### src/hw/rtl/calendar_date_analyzer_unit_defines.svh
`ifndef CALENDAR_DATE_ANALYZER_UNIT_DEFINES_SVH
`define CALENDAR_DATE_ANALYZER_UNIT_DEFINES_SVH

// same-cycle implication check
`define CDA_ASSERT_NOW(label, clk, rst, ante, cons, msg) \
  label: assert property (@(posedge clk) disable iff (rst) (ante) |-> (cons)) \
    else $error(msg);

// next-cycle implication check
`define CDA_ASSERT_NEXT(label, clk, rst, ante, cons, msg) \
  label: assert property (@(posedge clk) disable iff (rst) (ante) |=> (cons)) \
    else $error(msg);

`endif

### src/hw/rtl/cda_pkg.sv
`default_nettype none

package cda_pkg;

  localparam int unsigned WeekDays  = 7;
  localparam int unsigned EraShift  = 400;
  localparam logic [3:0]  MonthFeb  = 4'd2;
  localparam logic [3:0]  MonthDec  = 4'd12;
  localparam logic [4:0]  FebLeap   = 5'd29;
  localparam logic [8:0]  YearDays  = 9'd365;

  // floor(n / 25) as n * ceil(2^17 / 25) >> 17, exact for n < 43690
  localparam int unsigned Div25Shift = 17;
  localparam logic [12:0] Div25Mul   = 13'd5243;
  localparam logic [13:0] Div25      = 14'd25;

  typedef struct packed {
    logic [13:0] year;
    logic [3:0]  month;
    logic [4:0]  day;
  } date_t;

  typedef struct packed {
    logic [8:0] days_left_in_year;
    logic [4:0] days_left_in_month;
    logic [2:0] days_left_in_week;
    logic       business_day;
    logic       weekend;
    logic       end_of_week;
    logic [4:0] month_length;
    logic       leap_year;
    logic [2:0] day_of_week;
    logic       date_valid;
  } result_t;

  function automatic logic [9:0] div25(input logic [13:0] n);
    logic [26:0] p;
    p = 27'(n) * 27'(Div25Mul);
    return p[26:Div25Shift];
  endfunction

  // 2^3 = 1 mod 7, so octal digits fold
  function automatic logic [2:0] mod7(input logic [15:0] v);
    logic [5:0] s1;
    logic [3:0] s2;
    s1 = 6'(v[2:0]) + 6'(v[5:3]) + 6'(v[8:6]) + 6'(v[11:9]) + 6'(v[14:12])
       + 6'(v[15]);
    s2 = 4'(s1[2:0]) + 4'(s1[5:3]);
    priority if (s2 >= 4'(2 * WeekDays)) begin
      return 3'(s2 - 4'(2 * WeekDays));
    end else if (s2 >= 4'(WeekDays)) begin
      return 3'(s2 - 4'(WeekDays));
    end else begin
      return s2[2:0];
    end
  endfunction

  // (31 * shifted month) / 12, shifted month = m - 2 (+12 for months up to Feb)
  function automatic logic [5:0] month_offset(input logic [3:0] m);
    logic [5:0] r;
    unique case (m)
      4'd0:    r = 6'd25;
      4'd1:    r = 6'd28;
      4'd2:    r = 6'd31;
      4'd3:    r = 6'd2;
      4'd4:    r = 6'd5;
      4'd5:    r = 6'd7;
      4'd6:    r = 6'd10;
      4'd7:    r = 6'd12;
      4'd8:    r = 6'd15;
      4'd9:    r = 6'd18;
      4'd10:   r = 6'd20;
      4'd11:   r = 6'd23;
      4'd12:   r = 6'd25;
      4'd13:   r = 6'd28;
      4'd14:   r = 6'd31;
      default: r = 6'd33;
    endcase
    return r;
  endfunction

  function automatic logic [4:0] month_length(input logic [3:0] m, input logic leap);
    logic [4:0] r;
    unique case (m)
      4'd1, 4'd3, 4'd5, 4'd7, 4'd8, 4'd10, 4'd12: r = 5'd31;
      4'd4, 4'd6, 4'd9, 4'd11:                    r = 5'd30;
      MonthFeb:                                   r = leap ? FebLeap : 5'd28;
      default:                                    r = 5'd0;
    endcase
    return r;
  endfunction

  function automatic logic [8:0] days_before(input logic [3:0] m);
    logic [8:0] r;
    unique case (m)
      4'd2:    r = 9'd31;
      4'd3:    r = 9'd59;
      4'd4:    r = 9'd90;
      4'd5:    r = 9'd120;
      4'd6:    r = 9'd151;
      4'd7:    r = 9'd181;
      4'd8:    r = 9'd212;
      4'd9:    r = 9'd243;
      4'd10:   r = 9'd273;
      4'd11:   r = 9'd304;
      4'd12:   r = 9'd334;
      default: r = 9'd0;
    endcase
    return r;
  endfunction

endpackage

`default_nettype wire

### src/hw/rtl/calendar_date_analyzer_unit.sv
// Calendar date analyzer: facts about one Gregorian date per word.
//
// Input channel (s_*): one date per word, s_tdata = {pad, year, month, day}.
// Output channel (m_*): one result word per input word, same order.
//
// Pipeline: input register -> date logic -> result register.
// Throughput: one date per cycle while m_tready stays high, set by the two
// register stages; both stages advance together whenever the result
// register is empty or taken.
//
// Stall: while m_tready is low the result holds and the input register
// keeps one more date; s_tready then drops until the result is taken.
// s_tready depends combinationally on m_tready.
//
// Reset (rst, synchronous, active high) empties both stages; no item is held
// across reset. Invalid dates give date_valid = 0 and zero month and year day counts.
`default_nettype none

module calendar_date_analyzer_unit (
  input  logic        clk,
  input  logic        rst,
  input  logic        s_tvalid,
  output logic        s_tready,
  input  logic [23:0] s_tdata,  // day[4:0], month[8:5], year[22:9]
  output logic        m_tvalid,
  input  logic        m_tready,
  output logic [31:0] m_tdata   // date_valid[0], day_of_week[3:1], leap_year[4],
                                // month_length[9:5], end_of_week[10], weekend[11],
                                // business_day[12], days_left_in_week[15:13],
                                // days_left_in_month[20:16], days_left_in_year[29:21]
);
  import cda_pkg::*;

  `include "calendar_date_analyzer_unit_defines.svh"

  date_t   s_date;
  date_t   date;
  logic    in_valid;
  logic    advance;
  result_t calc_res;
  result_t res;

  assign s_date.day   = s_tdata[4:0];
  assign s_date.month = s_tdata[8:5];
  assign s_date.year  = s_tdata[22:9];

  cda_in_stage u_in (
    .clk      (clk),
    .rst      (rst),
    .s_tvalid (s_tvalid),
    .s_tready (s_tready),
    .s_date   (s_date),
    .advance  (advance),
    .valid    (in_valid),
    .date     (date)
  );

  cda_date_calc u_calc (
    .date (date),
    .res  (calc_res)
  );

  cda_out_stage u_out (
    .clk      (clk),
    .rst      (rst),
    .in_valid (in_valid),
    .in_ready (advance),
    .res_in   (calc_res),
    .m_tvalid (m_tvalid),
    .m_tready (m_tready),
    .res      (res)
  );

  assign m_tdata = {2'b00, res.days_left_in_year, res.days_left_in_month,
                    res.days_left_in_week, res.business_day, res.weekend,
                    res.end_of_week, res.month_length, res.leap_year,
                    res.day_of_week, res.date_valid};

  `CDA_ASSERT_NEXT(a_accept_fills, clk, rst, s_tvalid && s_tready, in_valid,
                   "accepted date not held in input register")
  `CDA_ASSERT_NEXT(a_stall_holds, clk, rst, in_valid && !advance,
                   in_valid && $stable(date), "stalled date lost or changed")
  `CDA_ASSERT_NOW(a_invalid_zero, clk, rst, m_tvalid && !res.date_valid,
                  (res.days_left_in_month == 5'd0) && (res.days_left_in_year == 9'd0),
                  "invalid date with nonzero day counts")
  `CDA_ASSERT_NOW(a_week_flags, clk, rst, m_tvalid,
                  (res.business_day != res.weekend) && (!res.end_of_week || res.weekend),
                  "week flags inconsistent")

endmodule

`default_nettype wire

### src/hw/rtl/cda_in_stage.sv
`default_nettype none

module cda_in_stage (
  input  logic           clk,
  input  logic           rst,
  input  logic           s_tvalid,
  output logic           s_tready,
  input  cda_pkg::date_t s_date,
  input  logic           advance,
  output logic           valid,
  output cda_pkg::date_t date
);
  import cda_pkg::*;

  assign s_tready = !valid || advance;

  always_ff @(posedge clk) begin
    if (rst) begin
      valid <= 1'b0;
    end else if (s_tready) begin
      valid <= s_tvalid;
    end
    if (s_tvalid && s_tready) begin
      date <= s_date;
    end
  end

endmodule

`default_nettype wire

### src/hw/rtl/cda_date_calc.sv
`default_nettype none

module cda_date_calc (
  input  cda_pkg::date_t   date,
  output cda_pkg::result_t res
);
  import cda_pkg::*;

  logic        shift;
  logic [14:0] yy;
  logic [12:0] q4;
  logic [9:0]  q100;
  logic [7:0]  q400;
  logic [15:0] wsum;
  logic [2:0]  dow;
  logic [9:0]  q25y;
  logic [13:0] m25;
  logic        div25_y;
  logic        div4_y;
  logic        leap;
  logic [4:0]  mlen;
  logic        valid;
  logic [8:0]  ylen;
  logic [8:0]  doy;
  logic        wkend;

  // weekday: months up to Feb belong to the year before; +400 years keeps it >= 0
  assign shift = (date.month <= MonthFeb);
  assign yy    = 15'(date.year) + 15'(EraShift) - 15'(shift);
  assign q4    = yy[14:2];
  assign q100  = div25({1'b0, q4});
  assign q400  = q100[9:2];
  assign wsum  = 16'(date.day) + 16'(yy) + 16'(q4) + 16'(q400)
               + 16'(month_offset(date.month)) - 16'(q100);
  assign dow   = mod7(wsum);
  assign wkend = (dow == 3'(WeekDays - 2)) || (dow == 3'(WeekDays - 1));

  // leap year: y % 100 == 0 is y % 4 == 0 and y % 25 == 0; 400 likewise with 16
  assign q25y    = div25(date.year);
  assign m25     = 14'(q25y) * Div25;
  assign div25_y = (m25 == date.year);
  assign div4_y  = (date.year[1:0] == 2'd0);
  assign leap    = (div4_y && !div25_y) || ((date.year[3:0] == 4'd0) && div25_y);

  assign mlen  = month_length(date.month, leap);
  assign valid = (mlen != 5'd0) && (date.day != 5'd0) && (date.day <= mlen);
  assign ylen  = YearDays + 9'(leap);
  assign doy   = days_before(date.month) + 9'(date.day)
               + 9'(leap && (date.month > MonthFeb) && (date.month <= MonthDec));

  always_comb begin
    res.date_valid         = valid;
    res.day_of_week        = dow;
    res.leap_year          = leap;
    res.month_length       = mlen;
    res.end_of_week        = (dow == 3'(WeekDays - 1));
    res.weekend            = wkend;
    res.business_day       = !wkend;
    res.days_left_in_week  = 3'(WeekDays - 1) - dow;
    res.days_left_in_month = valid ? (mlen - date.day + 5'd1) : 5'd0;
    res.days_left_in_year  = valid ? (ylen - doy + 9'd1) : 9'd0;
  end

endmodule

`default_nettype wire

### src/hw/rtl/cda_out_stage.sv
`default_nettype none

module cda_out_stage (
  input  logic             clk,
  input  logic             rst,
  input  logic             in_valid,
  output logic             in_ready,
  input  cda_pkg::result_t res_in,
  output logic             m_tvalid,
  input  logic             m_tready,
  output cda_pkg::result_t res
);
  import cda_pkg::*;

  assign in_ready = !m_tvalid || m_tready;

  always_ff @(posedge clk) begin
    if (rst) begin
      m_tvalid <= 1'b0;
    end else if (in_ready) begin
      m_tvalid <= in_valid;
    end
    if (in_valid && in_ready) begin
      res <= res_in;
    end
  end

endmodule

`default_nettype wire
### config.mk
export PLATFORM = sky130hd
export DESIGN_NAME = calendar_date_analyzer_unit
export DESIGN_NICKNAME = d
export VERILOG_FILES = /design/src/hw/rtl/cda_pkg.sv /design/src/hw/rtl/calendar_date_analyzer_unit.sv /design/src/hw/rtl/cda_in_stage.sv /design/src/hw/rtl/cda_date_calc.sv /design/src/hw/rtl/cda_out_stage.sv
export VERILOG_INCLUDE_DIRS = /design/src /design/src/hw/rtl
export SDC_FILE = /design/constraint.sdc
export NUM_CORES = 1
export LEC_CHECK = 0
export BUFFER_PORTS_ARGS = -buffer_cell sky130_fd_sc_hd__buf_4
export CORE_MARGIN = 2
export CORE_UTILIZATION = 46
export CTS_BUF_LIST = sky130_fd_sc_hd__clkbuf_4 sky130_fd_sc_hd__clkbuf_8 sky130_fd_sc_hd__clkbuf_16
export DETAILED_ROUTE_END_ITERATION = 7
export PLACE_DENSITY = 0.66
export SLEW_MARGIN = 10
export SYNTH_ARGS = -nofsm -noshare
export SYNTH_HDL_FRONTEND = slang
export SYNTH_SLANG_ARGS = --single-unit
### constraint.sdc
create_clock -name clk -period 27.5 [get_ports clk]
set_input_delay 2.75 -clock clk [delete_from_list [all_inputs] [get_ports clk]]
set_output_delay 2.75 -clock clk [all_outputs]
set_load 0.02 [all_outputs]
# Yosys cells after proc, flatten, opt, wreduce, memory -nomap -nowiden
# Memories as Yosys holds them, arrays and structs flattened. A register that Yosys moved wholly into a read port is not among the register bits.
# Cells that the tools add are included.
# word_totals
memories	2
output_inout_bits	34
input_bits	28
rom_bits	240
elab_cells	92
latchBits	0
ramBits	0
ff_bits	55
# op_classes
n_reduce_logical	22
eq_ne	15
mul	3
n_shift	0
magnitude_cmp	6
div_mod_pow	0
muxes	6
n_bitwise	0
addsub	23
# memory_table
name	words	word_bits	rd	rd_ports_with_merged_regs	wr	line_no	text
(no name shown)	16	9	1	1	0	cda_pkg.sv:95	unique case (m)
(no name shown)	16	6	1	1	0	cda_pkg.sv:61	unique case (m)
# op_table
cell	n
multiplier 14 x 13 -> 27 bit (second input constant)	1
multiplier 13 x 13 -> 26 bit (second input constant)	1
== test 4 bit (second input constant)	5
adder 6 x 3 -> 6 bit	3
adder 16 x 13 -> 16 bit	1
adder 16 x 6 -> 16 bit	1
adder 16 x 7 -> 16 bit	1
adder 5 x 15 -> 16 bit	1
== test 4 x 3 -> 1 bit (second input constant)	4
subtractor 16 x 9 -> 16 bit	1
adder 14 x 9 -> 15 bit (second input constant)	1
case mux 5 bit (3 select lines)	1
subtractor 15 x 1 -> 15 bit	1
== test 14 bit	1
multiplier 10 x 5 -> 14 bit (second input constant)	1
nonzero test 5 bit	2
adder 9 x 1 -> 9 bit	1
adder 9 x 1 -> 9 bit (first input constant)	1
adder 9 x 1 -> 9 bit (second input constant)	1
adder 9 x 5 -> 9 bit	1
subtractor 9 bit	1
adder 3 x 3 -> 4 bit	2
== test 4 x 2 -> 1 bit (second input constant)	2
logical AND 1 bit	8
other kinds (22)	32

# Logic depth before layout (Yosys ltp)
# Gate-level depths: netlist of run 1.
# depth
ltp_word	19
ltp_mapped	68
ltp_nobuf	68

# Cells and area by module
# A second synthesis of run 1 with hierarchy kept.
# unflattened
hier_cells	1282
area_unflattened_um2	12981.2
# by_module_without_submodules
module	cells_each	seq_area_each_um2	area_each_um2	n_inst
cda_date_calc	1216	0.0	11260.8	1
cda_out_stage	35	920.9	955.9	1
cda_in_stage	28	710.7	745.7	1
calendar_date_analyzer_unit	3	0.0	18.8	1

# Worst setup path before layout of run 1
# Ideal clock, no wire load.
# synth_path
path_kind	reg2reg
from	register u_in.date[7] (netlist name)
to	register u_out.res[11] (netlist name)
synth_period_minus_slack_ps	14952
setup_slack_ps	12548
required_time_ps	27245
stages_incl_launch_ff	68
arrival_ps	14697
setup_ps	255
path_buffers	0
cell_sequence	edfxtp_1 or2_1 a21oi_1 ha_1 inv_1 ha_1 fa_1 nor2b_1 o21ai_1 nand2b_1 a211o_1 a211o_1 a211o_1 a21o_1 a21o_1 xnor2_1 ha_1 inv_1 (+32 left out) xor2_1 fa_1 inv_1 fa_1 ha_1 fa_1 xor2_1 ha_1 fa_1 ha_1 nand2_1 nand2_1 a221oi_1 a31o_2 inv_1 ha_1 o21ai_1 inv_1

==> results of run 1 <==
## area by class of cell
class / count / area (sq um) / area share
clock buffers: 9 / 225 / 0.0155
clock inverters: 7 / 51.3 / 0.00354
inverters: 316 / 1190 / 0.0818
multi-input cells: 936 / 10200 / 0.705
flip-flops and latches: 67 / 1840 / 0.127
well taps: 384 / 480 / 0.0331
repair buffers: 66 / 495 / 0.0342
## how the worst max path moves through the flow
stage / to / cells past startpoint / slack, ns / start
final: u_out.res[11]$_DFFE_PP_ / 60 / 11.30 / u_in.date[10]$_DFFE_PP_
after global routing: u_out.res[11]$_DFFE_PP_ / 65 / 10.40 / u_in.date[10]$_DFFE_PP_
after CTS: u_out.res[11]$_DFFE_PP_ / 60 / 11.27 / u_in.date[10]$_DFFE_PP_
after detailed placement: u_out.res[11]$_DFFE_PP_ / 60 / 11.32 / u_in.date[10]$_DFFE_PP_
after global placement: u_out.res[11]$_DFFE_PP_ / 60 / 11.47 / u_in.date[10]$_DFFE_PP_
after floorplan: u_out.res[11]$_DFFE_PP_ / 67 / 12.55 / u_in.date[7]$_DFFE_PP_
## metal layers
metal / global-route usage / share of wire / vias to the layer above
met2: 0.329 / 0.48 / 126
li1: - / - / 4481
met5: 0 / 0 / -
met3: 0.0188 / 0.030 / 26
met4: 0.0417 / 0.016 / 0
met1: 0.245 / 0.47 / 4320
## per-stage QoR
step | util | cell area (sq um) | setup WS (ns) | hold WS, ns | instances
final | 0.508 | 14500 | 11.30 | 0.539 | 1785
after global routing | 0.508 | 14500 | 10.40 | 0.575 | 1785
after CTS | 0.508 | 14500 | 11.27 | 0.547 | 1785
after detailed placement | 0.498 | 14200 | 11.32 | 0.509 | 1769
after global placement | 0.498 | 14200 | 11.47 | 0.508 | 1769
after floorplan | - | 13300 | 12.55 | 0.478 | 1331
## kinds of logic (layout without fill, tap and decap cells)
| kind of cell | after synthesis | after routing | synth area share |
|---|---|---|---|
| compound gates | 159 | 159 | 0.0804 |
| xor+xnor | 85 | 85 | 0.0577 |
| fa+ha+maj | 492 | 492 | 0.555 |
| buf+inv | 328 | 398 | 0.0940 |
| flops | 67 | 67 | 0.139 |
| mux | 3 | 3 | 0.00226 |
| other cells | 1 | 2 | 0.000282 |
| simple gates | 195 | 195 | 0.0717 |
## critical path: cells and delay by family (launching register included)
family	cells	cell delay (ns)
fa+ha+maj	21	8.15
xor+xnor	3	0.93
simple gates	9	1.23
flops	1	0.75
buf+inv	9	0.78
compound gates	18	4.10
## cells in the final DEF, fill, tap and decap left out, drive strengths merged, types with 20 or more instances in the layout
| cell type | netlist | final |
|---|---|---|
| ha | 329 | 329 |
| nor2 | 56 | 56 |
| xnor2 | 54 | 54 |
| a21oi | 51 | 51 |
| fa | 163 | 163 |
| nand2 | 40 | 40 |
| o21ai | 22 | 22 |
| a21o | 23 | 23 |
| inv | 316 | 319 |
| nor3 | 20 | 20 |
| xor2 | 30 | 30 |
| buf | 5 | 66 |
| edfxtp | 50 | 50 |
==> reports/qor.yml, run 1 <==
avgSynthCellArea_sq_um: 10.0
cts_hold_buf: 0
final_nets: 1916
ys_async_sr_fraction: 0
slowest_stage: "edfxtp_1"
post-cts-setup-buffer-count: 0
grt_pass1_vias: 9887
root_buffer: "clkbuf_16"
max-cap-violations: 0
antenna_cells: 0
drive_above_1_share: 0.0721
cpPeakStageDelay_ns: 0.75
cts.sinks: 67
wirelength_um: 26100
yosysMostFrequentCell: "ha_1"
overflow: 0
outcome: "finished clean"
antenna_left: 0
hp-class: "flip-flop to flip-flop"
ys_types: 62
portBuffers: 58
routed_via_density: 5.02
synth_edf_count: 50
hold_depth: 2
cp_data_required_time_ns: 27.59
area_delta_synth_final_pct: 9.04
cts_buffer_depth: 2
num_rows: 62
drcViolationCount: 0
worstRegToRegCells: 60
slew_violations: 0
die_w_um: 174
core_sq_um: 28500
drt-initial-drc-count: 302
crit_fanout: 13
synth_top_cell_area_share: 0.310
relSlewSlack: 0.217
yosys.area.top_type: "ha_1"
num_vias: 8953
tightest_slew_ns: 1.17
syn_area_sq_um: 13300
crit_path_end_kind: "flip-flop"
setup-violations-final: 0
holdPathEnd: "u_in.valid$_SDFFE_PP0N_"
synth.area.top_cells: "ha_1 31%, fa_1 25%, edfxtp_1 11%"
path_class: "flip-flop to flip-flop"
drt_pre_antenna_iters: 5
grt_first_pass_wirelength_um: 46100
wl_per_cell_um: 14.6
synth_common_cells: "329 x ha_1, 308 x inv_1, 163 x fa_1"
crit_arrival_ns: 16.29
yosysWarningCount: 0
synth-main-ff-cell: "edfxtp_1"
clock_skew_ns: 0.0100
fmax_ghz: 0.0617
hold_start: "u_in.valid$_SDFFE_PP0N_"
synth-seq-cells: 67
die-area_sq_um: 30300
io_pins: 62
grtUsageTotal: 0.185
cts.repair.resized: 0
gp_congestion: 0.875
dpl.hpwl_um: 22900
reg2reg_slack_ns: 11.30
post-route-min-period_ns: 16.20
fin_tns_setup_ns: 0
die_h_um: 174
start_util: 0.466
rr_startpoint: "u_in.date[10]$_DFFE_PP_"
r2r-end: "u_out.res[11]$_DFFE_PP_"
path_common_cell: "fa_1"
htree_levels: 3
cts_made_buffers: 9
rsz0062_at_grt: "no"
fin_crit_sh: 0.589
cts_tree: "done"
grt_max_degree: 28
path_clk_slew_ns: 0.06
ys_seq_area_frac: 0.139
nFillCells: 2667
insertion_delay_ns: 0.33
critPathLaunchType: "flip-flop"
synthCells: 1330
hold_violations: 0
antenna_found_initial: 0
Power of run 1 is not shown: default switching activity piles up to over one toggle a cycle in this logic, so the estimate is an artifact.
==> run 2: changes to the inputs <==
==> constraint.sdc (replaced) <==
create_clock -name clk -period 17 [get_ports clk]
set_input_delay 1.7 -clock clk [delete_from_list [all_inputs] [get_ports clk]]
set_output_delay 1.7 -clock clk [all_outputs]
set_load 0.02 [all_outputs]
==> run 2 against run 1 <==
  * Clock skew is essentially flat
  * Setup slack got worse by 10 ns
  * Largest cell class unchanged
  * Final cell count grew 0.17%
  * Register-to-register slack worse by 10 ns
  * First-iteration DRC count is 0.99% lower
  * Global-route usage rose by 0.21 points
  * Critical endpoint unchanged
  * Highest routed layer unchanged
  * Utilization rose by 0.27 points
  * Sequential share of layout area is 0.067 points lower
==> reports/qor.yml, run 2 (synthesis gave the netlist of run 1 again) <==
hold_violations: 0
grt_max_degree: 28
dpl.cell_count: 1772
insertion_delay_ns: 0.33
top_layer_used: "met4"
cts_tree: "done"
outcome: "finished clean"
drt-initial-drc-count: 299
path_common_cell: "fa_1"
drt_pre_antenna_iters: 4
grt_first_pass_wirelength_um: 46400
reg2reg_slack_ns: 1.10
cts_hold_buf: 0
fin_crit_sh: 0.935
antenna_cells: 0
met1_length_um: 12500
io_pins: 62
die_w_um: 174
dpl.hpwl_um: 22900
cp_data_required_time_ns: 17.09
relSlewSlack: 0.239
drive_above_1_share: 0.0755
grtUsageTotal: 0.187
pre_cts_ws_ns: 0.913
post-cts-setup-buffer-count: 0
crit_arrival_ns: 15.99
setup-violations-final: 0
antenna_left: 0
worst_slack_ns: 1.10
drcViolationCount: 0
area_delta_synth_final_pct: 9.62
grt_pass1_vias: 9811
wirelength_um: 26200
holdWs_ns: 0.512
num_vias: 9004
fmax_ghz: 0.0629
cts.repair.resized: 0
nFillCells: 2695
slowest_stage: "fa_1"
crit_path_end_kind: "flip-flop"
wl_per_cell_um: 14.6
start_util: 0.466
cts_buffer_depth: 2
die_h_um: 174
slew_violations: 0
final_cell_mix: "329 x ha_1, 308 x inv_1, 163 x fa_1, 69 x buf_4, 56 x nor2_1"
path_clk_slew_ns: 0.06
overflow: 0
clock_skew_ns: 0.0103
core_sq_um: 28500
htree_levels: 3
die-area_sq_um: 30300
final_common_cell: "ha_1"
path_class: "flip-flop to flip-flop"
num_rows: 62
cts_made_buffers: 9
portBuffers: 58
cpPeakStageDelay_ns: 0.55
rsz0062_at_grt: "no"
seqCellArea_sq_um: 1840
instances_no_fill: 1788
max-cap-violations: 0
crit_fanout: 6
post-route-min-period_ns: 15.90
antenna_found_initial: 0
final_nets: 1919
fin_tns_setup_ns: 0
cts.sinks: 67
met3WireLength_um: 521
hp-class: "flip-flop to flip-flop"
tightest_slew_ns: 1.13
critPathLaunchType: "flip-flop"
gp_congestion: 0.890
routed_via_density: 5.04
root_buffer: "clkbuf_16"
multi_input_area_sq_um: 10200
wl_met2_um: 12800
[run 2: path summary, 6_finish.rpt]
| check | from | to | depth (start not counted) |
|---|---|---|---|
| worst max-delay path | u_in.date[7]$_DFFE_PP_ | u_out.res[11]$_DFFE_PP_ | 67 |
| worst min-delay path | u_in.valid$_SDFFE_PP0N_ | u_out.m_tvalid$_SDFFE_PP0P_ | 2 |
| worst max register to register | u_in.date[7]$_DFFE_PP_ | u_out.res[11]$_DFFE_PP_ | 67 |
| worst min register to register | u_in.valid$_SDFFE_PP0N_ | u_out.m_tvalid$_SDFFE_PP0P_ | 2 |
[run 2: critical path, delay by kind of cell (launching register included)]
kind,cells,cell delay [ns]
fa+ha+maj,22,8.21
compound gates,19,4.31
simple gates,12,1.63
buf+inv,11,0.63
xor+xnor,3,0.44
flops,1,0.45
[run 2: per-stage QoR]
stage,instance area (sq um),utilization
finish,14600,0.510
global route,14600,0.510
CTS,14600,0.510
detailed placement,14200,0.499
global placement,14200,0.499
floorplan,13300,-
[run 2: layout make-up]
type                       count  area share
multi-input combinational    936       0.701
sequential                    67       0.126
inverter                     316      0.0814
timing repair buffer          69      0.0355
tap                          384      0.0330
clock buffer                   9      0.0155
clock inverter                 7     0.00678
[run 2: layer usage]
layer	vias up	GRT usage
li1	4501	-
met1	4380	0.252
met2	96	0.333
met3	27	0.0118
met4	0	0.0406
met5	-	0
Power of run 2 is left out for the same reason.
